`src/dhftc_pkg.sv`:
```
// ----------------------------------------------------------------------------
// dhftc_pkg
// Shared types and constants of the dryer heater and fan timer controller.
// ----------------------------------------------------------------------------
package dhftc_pkg;

    localparam int BUTTON_COUNT = 4;

    localparam int DEBOUNCE_W = 8;
    localparam int TICK_W     = 17;
    localparam int MINUTES_W  = 11;
    localparam int CELSIUS_W  = 7;
    localparam int SAMPLE_W   = 8;
    localparam int CFG_IDX_W  = 3;
    localparam int CFG_DATA_W = 17;

    // reset values of the settings and state
    localparam logic [DEBOUNCE_W-1:0] DEBOUNCE_RST     = 8'd30;
    localparam logic [TICK_W-1:0]     MINUTE_RST       = 17'd60000;
    localparam logic [TICK_W-1:0]     RUNON_RST        = 17'd60000;
    localparam logic [MINUTES_W-1:0]  TIME_LIMIT_RST   = 11'd1440;
    localparam logic [CELSIUS_W-1:0]  TEMP_FLOOR_RST   = 7'd20;
    localparam logic [CELSIUS_W-1:0]  TEMP_CEILING_RST = 7'd80;
    localparam logic [MINUTES_W-1:0]  TARGET_MIN_RST   = 11'd90;
    localparam logic [CELSIUS_W-1:0]  TARGET_TEMP_RST  = 7'd20;

    localparam logic [TICK_W-1:0]     TICK_MAX       = '1;
    localparam logic [DEBOUNCE_W-1:0] SINCE_MAX      = '1;
    localparam logic [MINUTES_W:0]    HOUR_STEP      = 12'd60;

    // setting register indexes
    typedef enum logic [CFG_IDX_W-1:0] {
        CFG_DEBOUNCE     = 3'd0,
        CFG_MINUTE       = 3'd1,
        CFG_RUNON        = 3'd2,
        CFG_TIME_LIMIT   = 3'd3,
        CFG_TEMP_FLOOR   = 3'd4,
        CFG_TEMP_CEILING = 3'd5
    } cfg_idx_t;

    typedef enum logic [1:0] {
        MODE_IDLE = 2'd0,
        MODE_TIME = 2'd1,
        MODE_TEMP = 2'd2,
        MODE_WORK = 2'd3
    } mode_t;

    typedef struct packed {
        logic [DEBOUNCE_W-1:0] debounce_ms;
        logic [TICK_W-1:0]     minute_ms;
        logic [TICK_W-1:0]     fan_runon_ms;
        logic [MINUTES_W-1:0]  time_limit;
        logic [CELSIUS_W-1:0]  temp_floor;
        logic [CELSIUS_W-1:0]  temp_ceiling;
    } cfg_t;

    typedef struct packed {
        logic [BUTTON_COUNT-1:0]    raw_buttons;
        logic                       temp_valid;
        logic signed [SAMPLE_W-1:0] temp_sample;
    } in_item_t;

    typedef struct packed {
        logic                  heater_on;
        logic                  fan_on;
        logic [1:0]            mode;
        logic [MINUTES_W-1:0]  set_minutes;
        logic [CELSIUS_W-1:0]  set_celsius;
        logic [MINUTES_W-1:0]  left_minutes;
        logic [CELSIUS_W-1:0]  held_temp;
        logic                  save_minutes;
        logic                  save_celsius;
    } out_item_t;

endpackage

```
`src/dhftc_if.sv`:
```
// ----------------------------------------------------------------------------
// dhftc channel interfaces
// Valid/ready channels for tick beats, result beats and setting writes.
// ----------------------------------------------------------------------------
interface dhftc_in_if;
    logic                 valid;
    logic                 ready;
    dhftc_pkg::in_item_t  data;

    modport source (output valid, output data, input ready);
    modport sink   (input valid, input data, output ready);
endinterface

interface dhftc_out_if;
    logic                 valid;
    logic                 ready;
    dhftc_pkg::out_item_t data;

    modport source (output valid, output data, input ready);
    modport sink   (input valid, input data, output ready);
endinterface

interface dhftc_cfg_if;
    logic                                   valid;
    logic                                   ready;
    logic [dhftc_pkg::CFG_IDX_W-1:0]        index;
    logic [dhftc_pkg::CFG_DATA_W-1:0]       data;

    modport source (output valid, output index, output data, input ready);
    modport sink   (input valid, input index, input data, output ready);
endinterface

```
`src/dryer_heater_fan_timer_controller.sv`:
```
// ----------------------------------------------------------------------------
// dryer_heater_fan_timer_controller
// Debounced four-button dryer controller with thermostat and minute timer.
//
//   channel   direction  carries
//   in_ch     sink       one 1 ms tick: raw buttons, temperature sample
//   out_ch    source     one result per tick: drives, mode, settings, saves
//   cfg       sink       setting write: index, data (always ready)
//
// A tick beat enters an input register, is worked combinationally by the
// debouncers and the mode logic, and lands in the result register when that
// register is free or being emptied. One tick is taken every cycle while
// results drain; a stalled result holds the input register, and a new tick
// is still taken into it when that register is free. Reset is asynchronous.
// ----------------------------------------------------------------------------
module dryer_heater_fan_timer_controller (
    input  logic          clk,
    input  logic          rst_n,
    dhftc_in_if.sink      in_ch,
    dhftc_out_if.source   out_ch,
    dhftc_cfg_if.sink     cfg
);

    dhftc_pkg::cfg_t                    settings;
    dhftc_pkg::in_item_t                in_data_reg;
    logic                               in_valid_reg;
    dhftc_pkg::out_item_t               out_data_reg;
    logic                               out_valid_reg;
    dhftc_pkg::out_item_t               result;
    logic [dhftc_pkg::BUTTON_COUNT-1:0] press;
    logic                               advance;

    // stage moves when the result register is free or being emptied
    assign advance      = in_valid_reg & (~out_valid_reg | out_ch.ready);
    assign in_ch.ready  = ~in_valid_reg | advance;
    assign out_ch.valid = out_valid_reg;
    assign out_ch.data  = out_data_reg;

    dhftc_cfg_regs u_cfg (
        .clk      (clk),
        .rst_n    (rst_n),
        .cfg      (cfg),
        .settings (settings)
    );

    dhftc_debounce u_debounce (
        .clk         (clk),
        .rst_n       (rst_n),
        .en          (advance),
        .raw         (in_data_reg.raw_buttons),
        .debounce_ms (settings.debounce_ms),
        .press       (press)
    );

    dhftc_core u_core (
        .clk         (clk),
        .rst_n       (rst_n),
        .en          (advance),
        .settings    (settings),
        .press       (press),
        .temp_valid  (in_data_reg.temp_valid),
        .temp_sample (in_data_reg.temp_sample),
        .result      (result)
    );

    // input register valid
    always_ff @(posedge clk or negedge rst_n)
    begin
        if (!rst_n)
            in_valid_reg <= 1'b0;
        else if (in_ch.ready)
            in_valid_reg <= in_ch.valid;
    end

    // input register payload
    always_ff @(posedge clk)
    begin
        if (in_ch.valid && in_ch.ready)
            in_data_reg <= in_ch.data;
    end

    // result register valid
    always_ff @(posedge clk or negedge rst_n)
    begin
        if (!rst_n)
            out_valid_reg <= 1'b0;
        else if (advance)
            out_valid_reg <= 1'b1;
        else if (out_ch.ready)
            out_valid_reg <= 1'b0;
    end

    // result register payload
    always_ff @(posedge clk)
    begin
        if (advance)
            out_data_reg <= result;
    end

endmodule

```
`src/dhftc_cfg_regs.sv`:
```
// ----------------------------------------------------------------------------
// dhftc_cfg_regs
// Setting registers, written one at a time through the setting channel.
// ----------------------------------------------------------------------------
module dhftc_cfg_regs (
    input  logic               clk,
    input  logic               rst_n,
    dhftc_cfg_if.sink          cfg,
    output dhftc_pkg::cfg_t    settings
);

    dhftc_pkg::cfg_t cfg_reg;

    // always ready for a write beat
    assign cfg.ready = 1'b1;
    assign settings  = cfg_reg;

    // register write, unknown indexes dropped
    always_ff @(posedge clk or negedge rst_n)
    begin
        if (!rst_n)
        begin
            cfg_reg.debounce_ms  <= dhftc_pkg::DEBOUNCE_RST;
            cfg_reg.minute_ms    <= dhftc_pkg::MINUTE_RST;
            cfg_reg.fan_runon_ms <= dhftc_pkg::RUNON_RST;
            cfg_reg.time_limit   <= dhftc_pkg::TIME_LIMIT_RST;
            cfg_reg.temp_floor   <= dhftc_pkg::TEMP_FLOOR_RST;
            cfg_reg.temp_ceiling <= dhftc_pkg::TEMP_CEILING_RST;
        end
        else if (cfg.valid)
        begin
            case (cfg.index)
                dhftc_pkg::CFG_DEBOUNCE:
                    cfg_reg.debounce_ms  <= cfg.data[dhftc_pkg::DEBOUNCE_W-1:0];
                dhftc_pkg::CFG_MINUTE:
                    cfg_reg.minute_ms    <= cfg.data[dhftc_pkg::TICK_W-1:0];
                dhftc_pkg::CFG_RUNON:
                    cfg_reg.fan_runon_ms <= cfg.data[dhftc_pkg::TICK_W-1:0];
                dhftc_pkg::CFG_TIME_LIMIT:
                    cfg_reg.time_limit   <= cfg.data[dhftc_pkg::MINUTES_W-1:0];
                dhftc_pkg::CFG_TEMP_FLOOR:
                    cfg_reg.temp_floor   <= cfg.data[dhftc_pkg::CELSIUS_W-1:0];
                dhftc_pkg::CFG_TEMP_CEILING:
                    cfg_reg.temp_ceiling <= cfg.data[dhftc_pkg::CELSIUS_W-1:0];
                default:
                    cfg_reg <= cfg_reg;
            endcase
        end
    end

endmodule

```
`src/dhftc_debounce.sv`:
```
// ----------------------------------------------------------------------------
// dhftc_debounce
// Per-button debouncers; a falling stable level gives a one-tick press.
// ----------------------------------------------------------------------------
module dhftc_debounce (
    input  logic                                   clk,
    input  logic                                   rst_n,
    input  logic                                   en,
    input  logic [dhftc_pkg::BUTTON_COUNT-1:0]     raw,
    input  logic [dhftc_pkg::DEBOUNCE_W-1:0]       debounce_ms,
    output logic [dhftc_pkg::BUTTON_COUNT-1:0]     press
);

    logic [dhftc_pkg::BUTTON_COUNT-1:0] last_reg, last_next;
    logic [dhftc_pkg::BUTTON_COUNT-1:0] stable_reg, stable_next;
    logic [dhftc_pkg::DEBOUNCE_W-1:0]   since_reg  [dhftc_pkg::BUTTON_COUNT];
    logic [dhftc_pkg::DEBOUNCE_W-1:0]   since_next [dhftc_pkg::BUTTON_COUNT];

    // hold counter and stable level per button
    always_comb
    begin
        for (int i = 0; i < dhftc_pkg::BUTTON_COUNT; i++)
        begin
            last_next[i]   = raw[i];
            stable_next[i] = stable_reg[i];
            press[i]       = 1'b0;
            if (raw[i] != last_reg[i])
                since_next[i] = '0;
            else if (since_reg[i] != dhftc_pkg::SINCE_MAX)
                since_next[i] = since_reg[i] + 1'b1;
            else
                since_next[i] = since_reg[i];
            if (since_next[i] >= debounce_ms && raw[i] != stable_reg[i])
            begin
                stable_next[i] = raw[i];
                press[i]       = ~raw[i];
            end
        end
    end

    always_ff @(posedge clk or negedge rst_n)
    begin
        if (!rst_n)
        begin
            last_reg   <= '1;
            stable_reg <= '1;
            for (int i = 0; i < dhftc_pkg::BUTTON_COUNT; i++)
                since_reg[i] <= '0;
        end
        else if (en)
        begin
            last_reg   <= last_next;
            stable_reg <= stable_next;
            for (int i = 0; i < dhftc_pkg::BUTTON_COUNT; i++)
                since_reg[i] <= since_next[i];
        end
    end

endmodule

```
`src/dhftc_core.sv`:
```
// ----------------------------------------------------------------------------
// dhftc_core
// Mode machine, setting edits, thermostat, minute countdown and fan run-on.
// ----------------------------------------------------------------------------
module dhftc_core (
    input  logic                                clk,
    input  logic                                rst_n,
    input  logic                                en,
    input  dhftc_pkg::cfg_t                     settings,
    input  logic [dhftc_pkg::BUTTON_COUNT-1:0]  press,
    input  logic                                temp_valid,
    input  logic signed [dhftc_pkg::SAMPLE_W-1:0] temp_sample,
    output dhftc_pkg::out_item_t                result
);

    localparam int MW = dhftc_pkg::MINUTES_W;
    localparam int CW = dhftc_pkg::CELSIUS_W;
    localparam int TW = dhftc_pkg::TICK_W;

    dhftc_pkg::mode_t mode_reg, mode_next;
    logic [MW-1:0]    target_min_reg, target_min_next;
    logic [CW-1:0]    target_temp_reg, target_temp_next;
    logic [MW-1:0]    remain_reg, remain_next;
    logic [CW-1:0]    hold_reg, hold_next;
    logic [TW-1:0]    minute_reg, minute_next;
    logic [TW-1:0]    runon_reg, runon_next;
    logic             heater_reg, heater_next;
    logic             fan_reg, fan_next;
    logic             prev_heater_reg, prev_heater_next;

    logic             b1, b2, b3, b4, stop_press;
    logic [MW:0]      t1, t2, t3;
    logic [CW:0]      c1, c2;
    logic [TW:0]      minute_inc;
    logic             minute_done;
    logic [MW-1:0]    remain_dec;
    logic             heat_w, fan_w;
    logic [TW-1:0]    runon_w;

    assign b1         = press[0];
    assign b2         = press[1];
    assign b3         = press[2];
    assign b4         = press[3];
    assign stop_press = b3 | b4;

    // clamped sample hold
    always_comb
    begin
        if (temp_valid)
            hold_next = temp_sample[dhftc_pkg::SAMPLE_W-1] ? '0 : temp_sample[CW-1:0];
        else
            hold_next = hold_reg;
    end

    // time set chain: +1, -1, +60
    always_comb
    begin
        t1 = {1'b0, target_min_reg};
        if (b1)
            t1 = (t1 + 1'b1 > {1'b0, settings.time_limit}) ?
                 {1'b0, settings.time_limit} : t1 + 1'b1;
        t2 = t1;
        if (b2)
            t2 = (t1 == '0) ? '0 : t1 - 1'b1;
        t3 = t2;
        if (b3)
        begin
            t3 = t2 + dhftc_pkg::HOUR_STEP;
            if (t3 > {1'b0, settings.time_limit})
                t3 = t3 - {1'b0, settings.time_limit};
            if (t3 > {1'b0, settings.time_limit})
                t3 = {1'b0, settings.time_limit};
        end
    end

    // temp set chain: +1 capped at ceiling, then -1 raised to floor
    always_comb
    begin
        c1 = {1'b0, target_temp_reg};
        if (b1)
            c1 = (c1 + 1'b1 > {1'b0, settings.temp_ceiling}) ?
                 {1'b0, settings.temp_ceiling} : c1 + 1'b1;
        c2 = c1;
        if (b2)
            c2 = (c1 == '0 || c1 - 1'b1 < {1'b0, settings.temp_floor}) ?
                 {1'b0, settings.temp_floor} : c1 - 1'b1;
    end

    // work tick: thermostat, minute count, run-on
    always_comb
    begin
        heat_w      = (hold_next < target_temp_reg);
        fan_w       = heat_w | fan_reg;
        minute_inc  = {1'b0, minute_reg} + 1'b1;
        minute_done = (minute_inc >= {1'b0, settings.minute_ms}) ||
                      (minute_inc > {1'b0, dhftc_pkg::TICK_MAX});
        remain_dec  = (remain_reg != '0) ? remain_reg - 1'b1 : remain_reg;
        if (!heat_w && prev_heater_reg)
            runon_w = '0;
        else if (runon_reg != dhftc_pkg::TICK_MAX)
            runon_w = runon_reg + 1'b1;
        else
            runon_w = runon_reg;
        if (runon_w >= settings.fan_runon_ms && !heat_w)
            fan_w = 1'b0;
    end

    // next mode
    always_comb
    begin
        mode_next = mode_reg;
        case (mode_reg)
            dhftc_pkg::MODE_IDLE:
            begin
                if (b1)
                    mode_next = dhftc_pkg::MODE_TIME;
                if (b2)
                    mode_next = dhftc_pkg::MODE_TEMP;
                if (stop_press)
                    mode_next = dhftc_pkg::MODE_WORK;
            end
            dhftc_pkg::MODE_TIME:
                if (b4)
                    mode_next = dhftc_pkg::MODE_IDLE;
            dhftc_pkg::MODE_TEMP:
                if (stop_press)
                    mode_next = dhftc_pkg::MODE_IDLE;
            dhftc_pkg::MODE_WORK:
            begin
                if (stop_press)
                    mode_next = dhftc_pkg::MODE_IDLE;
                else if (minute_done && remain_dec == '0)
                    mode_next = dhftc_pkg::MODE_IDLE;
                else if (!minute_done && remain_reg == '0)
                    mode_next = dhftc_pkg::MODE_IDLE;
            end
            default:
                mode_next = dhftc_pkg::MODE_IDLE;
        endcase
    end

    // datapath and result per mode
    always_comb
    begin
        target_min_next  = target_min_reg;
        target_temp_next = target_temp_reg;
        remain_next      = remain_reg;
        minute_next      = minute_reg;
        runon_next       = runon_reg;
        heater_next      = heater_reg;
        fan_next         = fan_reg;
        prev_heater_next = prev_heater_reg;
        result           = '0;
        case (mode_reg)
            dhftc_pkg::MODE_IDLE:
            begin
                heater_next = 1'b0;
                fan_next    = 1'b0;
                if (stop_press)
                begin
                    remain_next = target_min_reg;
                    minute_next = '0;
                    runon_next  = '0;
                end
            end
            dhftc_pkg::MODE_TIME:
            begin
                target_min_next     = t3[MW-1:0];
                result.save_minutes = b4;
            end
            dhftc_pkg::MODE_TEMP:
            begin
                target_temp_next    = c2[CW-1:0];
                result.save_celsius = stop_press;
            end
            dhftc_pkg::MODE_WORK:
            begin
                heater_next = heat_w;
                fan_next    = fan_w;
                minute_next = minute_done ? '0 : minute_inc[TW-1:0];
                remain_next = minute_done ? remain_dec : remain_reg;
                runon_next  = runon_w;
                if (remain_next == '0 || stop_press)
                begin
                    heater_next = 1'b0;
                    fan_next    = 1'b0;
                end
                if (stop_press)
                    remain_next = '0;
                prev_heater_next = heater_next;
            end
            default:
            begin
                heater_next = 1'b0;
                fan_next    = 1'b0;
            end
        endcase
        result.heater_on    = heater_next;
        result.fan_on       = fan_next;
        result.mode         = mode_next;
        result.set_minutes  = target_min_next;
        result.set_celsius  = target_temp_next;
        result.left_minutes = remain_next;
        result.held_temp    = hold_next;
    end

    always_ff @(posedge clk or negedge rst_n)
    begin
        if (!rst_n)
        begin
            mode_reg        <= dhftc_pkg::MODE_IDLE;
            target_min_reg  <= dhftc_pkg::TARGET_MIN_RST;
            target_temp_reg <= dhftc_pkg::TARGET_TEMP_RST;
            remain_reg      <= '0;
            hold_reg        <= '0;
            minute_reg      <= '0;
            runon_reg       <= '0;
            heater_reg      <= 1'b0;
            fan_reg         <= 1'b0;
            prev_heater_reg <= 1'b0;
        end
        else if (en)
        begin
            mode_reg        <= mode_next;
            target_min_reg  <= target_min_next;
            target_temp_reg <= target_temp_next;
            remain_reg      <= remain_next;
            hold_reg        <= hold_next;
            minute_reg      <= minute_next;
            runon_reg       <= runon_next;
            heater_reg      <= heater_next;
            fan_reg         <= fan_next;
            prev_heater_reg <= prev_heater_next;
        end
    end

endmodule
```
`src/flat_wrapper.sv`:
```
// flat-port wrapper written by rule: the top's interface ports become plain ports
module dryer_heater_fan_timer_controller_flat 
  (clk, rst_n, in_ch_valid, in_ch_data, in_ch_ready, out_ch_valid, out_ch_data, out_ch_ready, cfg_valid, cfg_index, cfg_data, cfg_ready);
  dhftc_in_if in_ch_i ();
  dhftc_out_if out_ch_i ();
  dhftc_cfg_if cfg_i ();
  input  logic clk;
  input  logic rst_n;
  input wire logic [$bits(in_ch_i.valid)-1:0] in_ch_valid;
  input wire logic [$bits(in_ch_i.data)-1:0] in_ch_data;
  output wire logic [$bits(in_ch_i.ready)-1:0] in_ch_ready;
  output wire logic [$bits(out_ch_i.valid)-1:0] out_ch_valid;
  output wire logic [$bits(out_ch_i.data)-1:0] out_ch_data;
  input wire logic [$bits(out_ch_i.ready)-1:0] out_ch_ready;
  input wire logic [$bits(cfg_i.valid)-1:0] cfg_valid;
  input wire logic [$bits(cfg_i.index)-1:0] cfg_index;
  input wire logic [$bits(cfg_i.data)-1:0] cfg_data;
  output wire logic [$bits(cfg_i.ready)-1:0] cfg_ready;
  assign in_ch_i.valid = in_ch_valid;
  assign in_ch_i.data = in_ch_data;
  assign in_ch_ready = in_ch_i.ready;
  assign out_ch_valid = out_ch_i.valid;
  assign out_ch_data = out_ch_i.data;
  assign out_ch_i.ready = out_ch_ready;
  assign cfg_i.valid = cfg_valid;
  assign cfg_i.index = cfg_index;
  assign cfg_i.data = cfg_data;
  assign cfg_ready = cfg_i.ready;
  dryer_heater_fan_timer_controller u_core (.clk(clk), .rst_n(rst_n), .in_ch(in_ch_i), .out_ch(out_ch_i), .cfg(cfg_i));
endmodule
```
`config.mk`:
```
export PLATFORM = sky130hd
export DESIGN_NAME = dryer_heater_fan_timer_controller_flat
export DESIGN_NICKNAME = d
export VERILOG_FILES = /design/src/dhftc_pkg.sv /design/src/dhftc_if.sv /design/src/dryer_heater_fan_timer_controller.sv /design/src/dhftc_cfg_regs.sv /design/src/dhftc_debounce.sv /design/src/dhftc_core.sv /design/src/flat_wrapper.sv
export SDC_FILE = /design/constraint.sdc
export NUM_CORES = 1
export LEC_CHECK = 0
export ABC_AREA = 1
export BUFFER_PORTS_ARGS = -buffer_cell sky130_fd_sc_hd__buf_4
export CAP_MARGIN = 20
export CELL_PAD_IN_SITES_DETAIL_PLACEMENT = 0
export CELL_PAD_IN_SITES_GLOBAL_PLACEMENT = 1
export CORE_MARGIN = 4
export CORE_UTILIZATION = 45
export CTS_CLUSTER_DIAMETER = 30
export DETAILED_ROUTE_END_ITERATION = 10
export PLACE_DENSITY = 0.79
export SETUP_SLACK_MARGIN = 0.1
export SYNTH_ARGS = -nofsm -noshare
export SYNTH_HDL_FRONTEND = slang
export SYNTH_HIERARCHICAL = 1
export SYNTH_SLANG_ARGS = --single-unit
```
`constraint.sdc`:
```
create_clock -name clk -period 8.7 [get_ports clk]
set_input_delay 0.87 -clock clk [delete_from_list [all_inputs] [get_ports clk]]
set_output_delay 0.87 -clock clk [all_outputs]
set_load 0.02 [all_outputs]
```
==> impl_results.md <==
* Status: complete, no violations
* Grt peak-use layer: met2
* Die H at 205 um
* Fraction of registers with async set/reset at 77.0%
* Most frequent CP cell: nand2_1
* Placed Instance Area at 18500 um^2
* DR WL/cell at 16.3 um
* Distinct cells, synth at 65
* Post-synthesis net count at 2584
* CP arrival at 8.16 ns
* Worst path slowest cell: dfstp_2
* Register Area at 6310 um^2
* Main flop type after synthesis: dfrtp_1
* Worst Skew at 0.0240 ns
* Vias at 16100
* Root buffer cell: clkbuf_16
* GRT met2 Usage at 38.4%
* All-layer global routing usage at approximately a quarter
* DIE WIDTH at 205 um
* Rel. slew slack at 35.2%
* Flops & latches, synth at roughly 240
* CP required at 9.01 ns
* IO buf count at 81
* Synth top area cells: dfrtp_1 21%, nand2_1 16%, ha_1 9.6%
* CP bufs+invs at 6
* CP top delay family: simple AND/OR/NAND/NOR gates
* Final hold violation count at 0
* Finished Core Util at between 50% and 60%
* Min Tclk post-route at 7.85 ns
* Largest net degree at the start of global routing at between 90 and 100
* Initial Util at a little under half
* Bufs on Longest Clock Path at 3
* Sink Count at 239
* Initial antenna violation count at 0
* Placed cells at slightly below 3000
* Yosys warns at 6
* Crit path capture type: flip-flop
* Met1 global-route usage at between 30% and 40%
* Share of layout cells above drive strength 1 at 13.7%
* Max Cap Viol at 0
* Reg2Reg Depth at 50
* Via-per-instance ratio at 5.23
* RSZ-0062 raised after global routing: false
* Reg2Reg Launch Point: u_core/u_core/target_min_reg[1]$_DFFE_PN1P_
* Post-DP HPWL at between 30000 and 40000 um
* Post-synth top area share at 20.6%
* Non-filler cells, final at 3082
* CTS buffer count at 67
* Mean post-synth cell area at 7.27 um^2
* Sequential cell area fraction in the yosys report at ~36%
* DRC Markers at 0
* Type of origin of the critical path: flip-flop
* Latest clock arrival within the worst-skew pair at 0.58 ns
* Area of the multi-input gates at between 9000 and 10000 um^2
* Crit-path max cell delay at 0.57 ns
* Critical path class: reg -> reg
* Gpl congestion at 0.947
* Post-synth EDFFs at 55
* Synthesized area at ~18000 um^2
* H-tree level count at 3
* Layout Area Growth over Synthesis at 20.1%
* Overall routed net length at between 50000 and 60000 um
* Die ar. at about 42000 um^2
* Crit Path Max Fanout at 14
* ANT cells at 0
* Setup TNS at 0 ns
* Max Clock Freq at between 100 and 150 MHz
* Cell Rows at 72
* GR met3 Demand/Resource at 4.46%
* Initial drt markers at 1117
* Most frequent cells after synthesis: 731 x nand2_1, 352 x inv_1, 218 x nand3_1, 144 x dfrtp_1, 135 x ha_1
* Leakage at approximately 11 nW
* Most area-hungry cell type in the Yosys netlist: dfrtp_1
* I/O Pins at 83
* # nets final at 2683
* Total iterations of the first detailed-routing run at 6
* Fin. max-slew vios at 0
* Post-route design area at 21000 um^2
* Vias in the first global route at 15700
* FF-to-FF End: u_core/out_ch.data[28]$_DFFE_PP_
* Total gr overflow at 0
* Count leader, synth: nand2_1
* TritonCTS clock tree: done
* Final setup violation count at 0
* Max FFs per register at 67
* First-pass GRT wire length at 80700 um
* Fin crit share at 90.3%
* Post-Syn Instances at around 2400
* Core Box Area at roughly 39000 um^2
* Flop2flop setup slack at 0.85 ns
* Worst Max-Slew Pin Slew at 0.973 ns
* Hold_ws at 0.365 ns
* Layout fillers at 3750
* Min-delay worst type: in -> async
* PD cells at 375 nW/um^2
* Worst vdd ir at around 0.21 mV
* Antenna Nets Post-Route at 0
* Clk pin slew, worst setup/hold paths at 0.04 ns
==> per-stage QoR <==
step	setup slack, ns	power, W
detailed placement	0.266	0.00522
finish	0.847	0.00788
global placement	0.439	0.00518
floorplan	1.60	0.00434
CTS	0.219	0.00781
global route	0.115	0.00850
==> where the power goes <==
group / internal (W) / leakage [nW] / switching [W] / total [W]
Sequential: 0.00147 / 2.85 / 0.000232 / 0.00170
Combinational: 0.00126 / 6.61 / 0.00239 / 0.00365
Clock: 0.00175 / 1.14 / 0.000776 / 0.00253
Total: 0.00448 / 10.6 / 0.00340 / 0.00788
==> layout by cell type, fill, tap and decap left out, types with 34 or more instances in the layout <==
cell type  netlist  routed
xor2_1          48      48
inv_1          352     351
nand4_1         34      34
dfstp_2         40      40
nor2_1         112     110
o21ai_0        132     132
nand3_1        218     218
edfxtp_1        55      55
ha_1           135     135
buf_4            7      95
dfrtp_1        144     143
nand2_1        731     728
clkbuf_16        0      71
a21oi_1         84      82
==> kinds of logic after synthesis <==
logic type / count (synthesis) / share of synthesized area, %
adders and majority gates: 136 / 9.76
xor gates and xnor gates: 56 / 2.89
AOI/OAI and AO/OA: 328 / 10.7
buffers and inverters: 437 / 9.97
and+or+nand+nor: 1212 / 30.6
DFF: 239 / 36.0
other: 1 / 0.0214
muxes: 1 / 0.0571
==> metal layers <==
layer	routed length, um	part of all wire, %	up-vias
met5	0	0	-
met1	22800	45	7494
met3	2950	5.9	103
met2	22900	46	445
li1	-	-	8069
met4	1610	3.2	0
==> worst max path at each step <==
stage	start	slack (ns)	cells past startpoint	to
5_1_grt	u_core/u_core/target_min_reg[1]$_DFFE_PN1P_	0.11	53	u_core/u_core/target_min_reg[2]$_DFFE_PN0P_
3_3_place_gp	u_core/u_core/target_min_reg[1]$_DFFE_PN1P_	0.44	48	u_core/out_ch.data[27]$_DFFE_PP_
4_1_cts	u_core/u_core/target_min_reg[1]$_DFFE_PN1P_	0.22	46	u_core/out_ch.data[27]$_DFFE_PP_
2_1_floorplan	u_core/u_core/target_min_reg[1]$_DFFE_PN1P_	1.60	53	u_core/out_ch.data[29]$_DFFE_PP_
3_5_place_dp	u_core/u_core/target_min_reg[1]$_DFFE_PN1P_	0.27	46	u_core/out_ch.data[27]$_DFFE_PP_
6_report	u_core/u_core/target_min_reg[1]$_DFFE_PN1P_	0.85	50	u_core/out_ch.data[28]$_DFFE_PP_
==> final cells by class <==
class | instances | share of cell area [%]
Timing Repair Buffer | 99 | 3.75
Clock inverter | 44 | 2.49
Clock buffer | 80 | 8.75
Sequential cell | 239 | 30.0
Multi-Input combinational cell | 1734 | 45.4
Inverter | 368 | 6.58
Tap cell | 518 | 3.08
==> timing repair <==
item	CTS	global route
setup buffers	0	5
endpoints found under the setup margin	0	22
hold buffers	0	0
gates resized for setup	0	17
No activity file was read; power rests on OpenSTA's default activity.
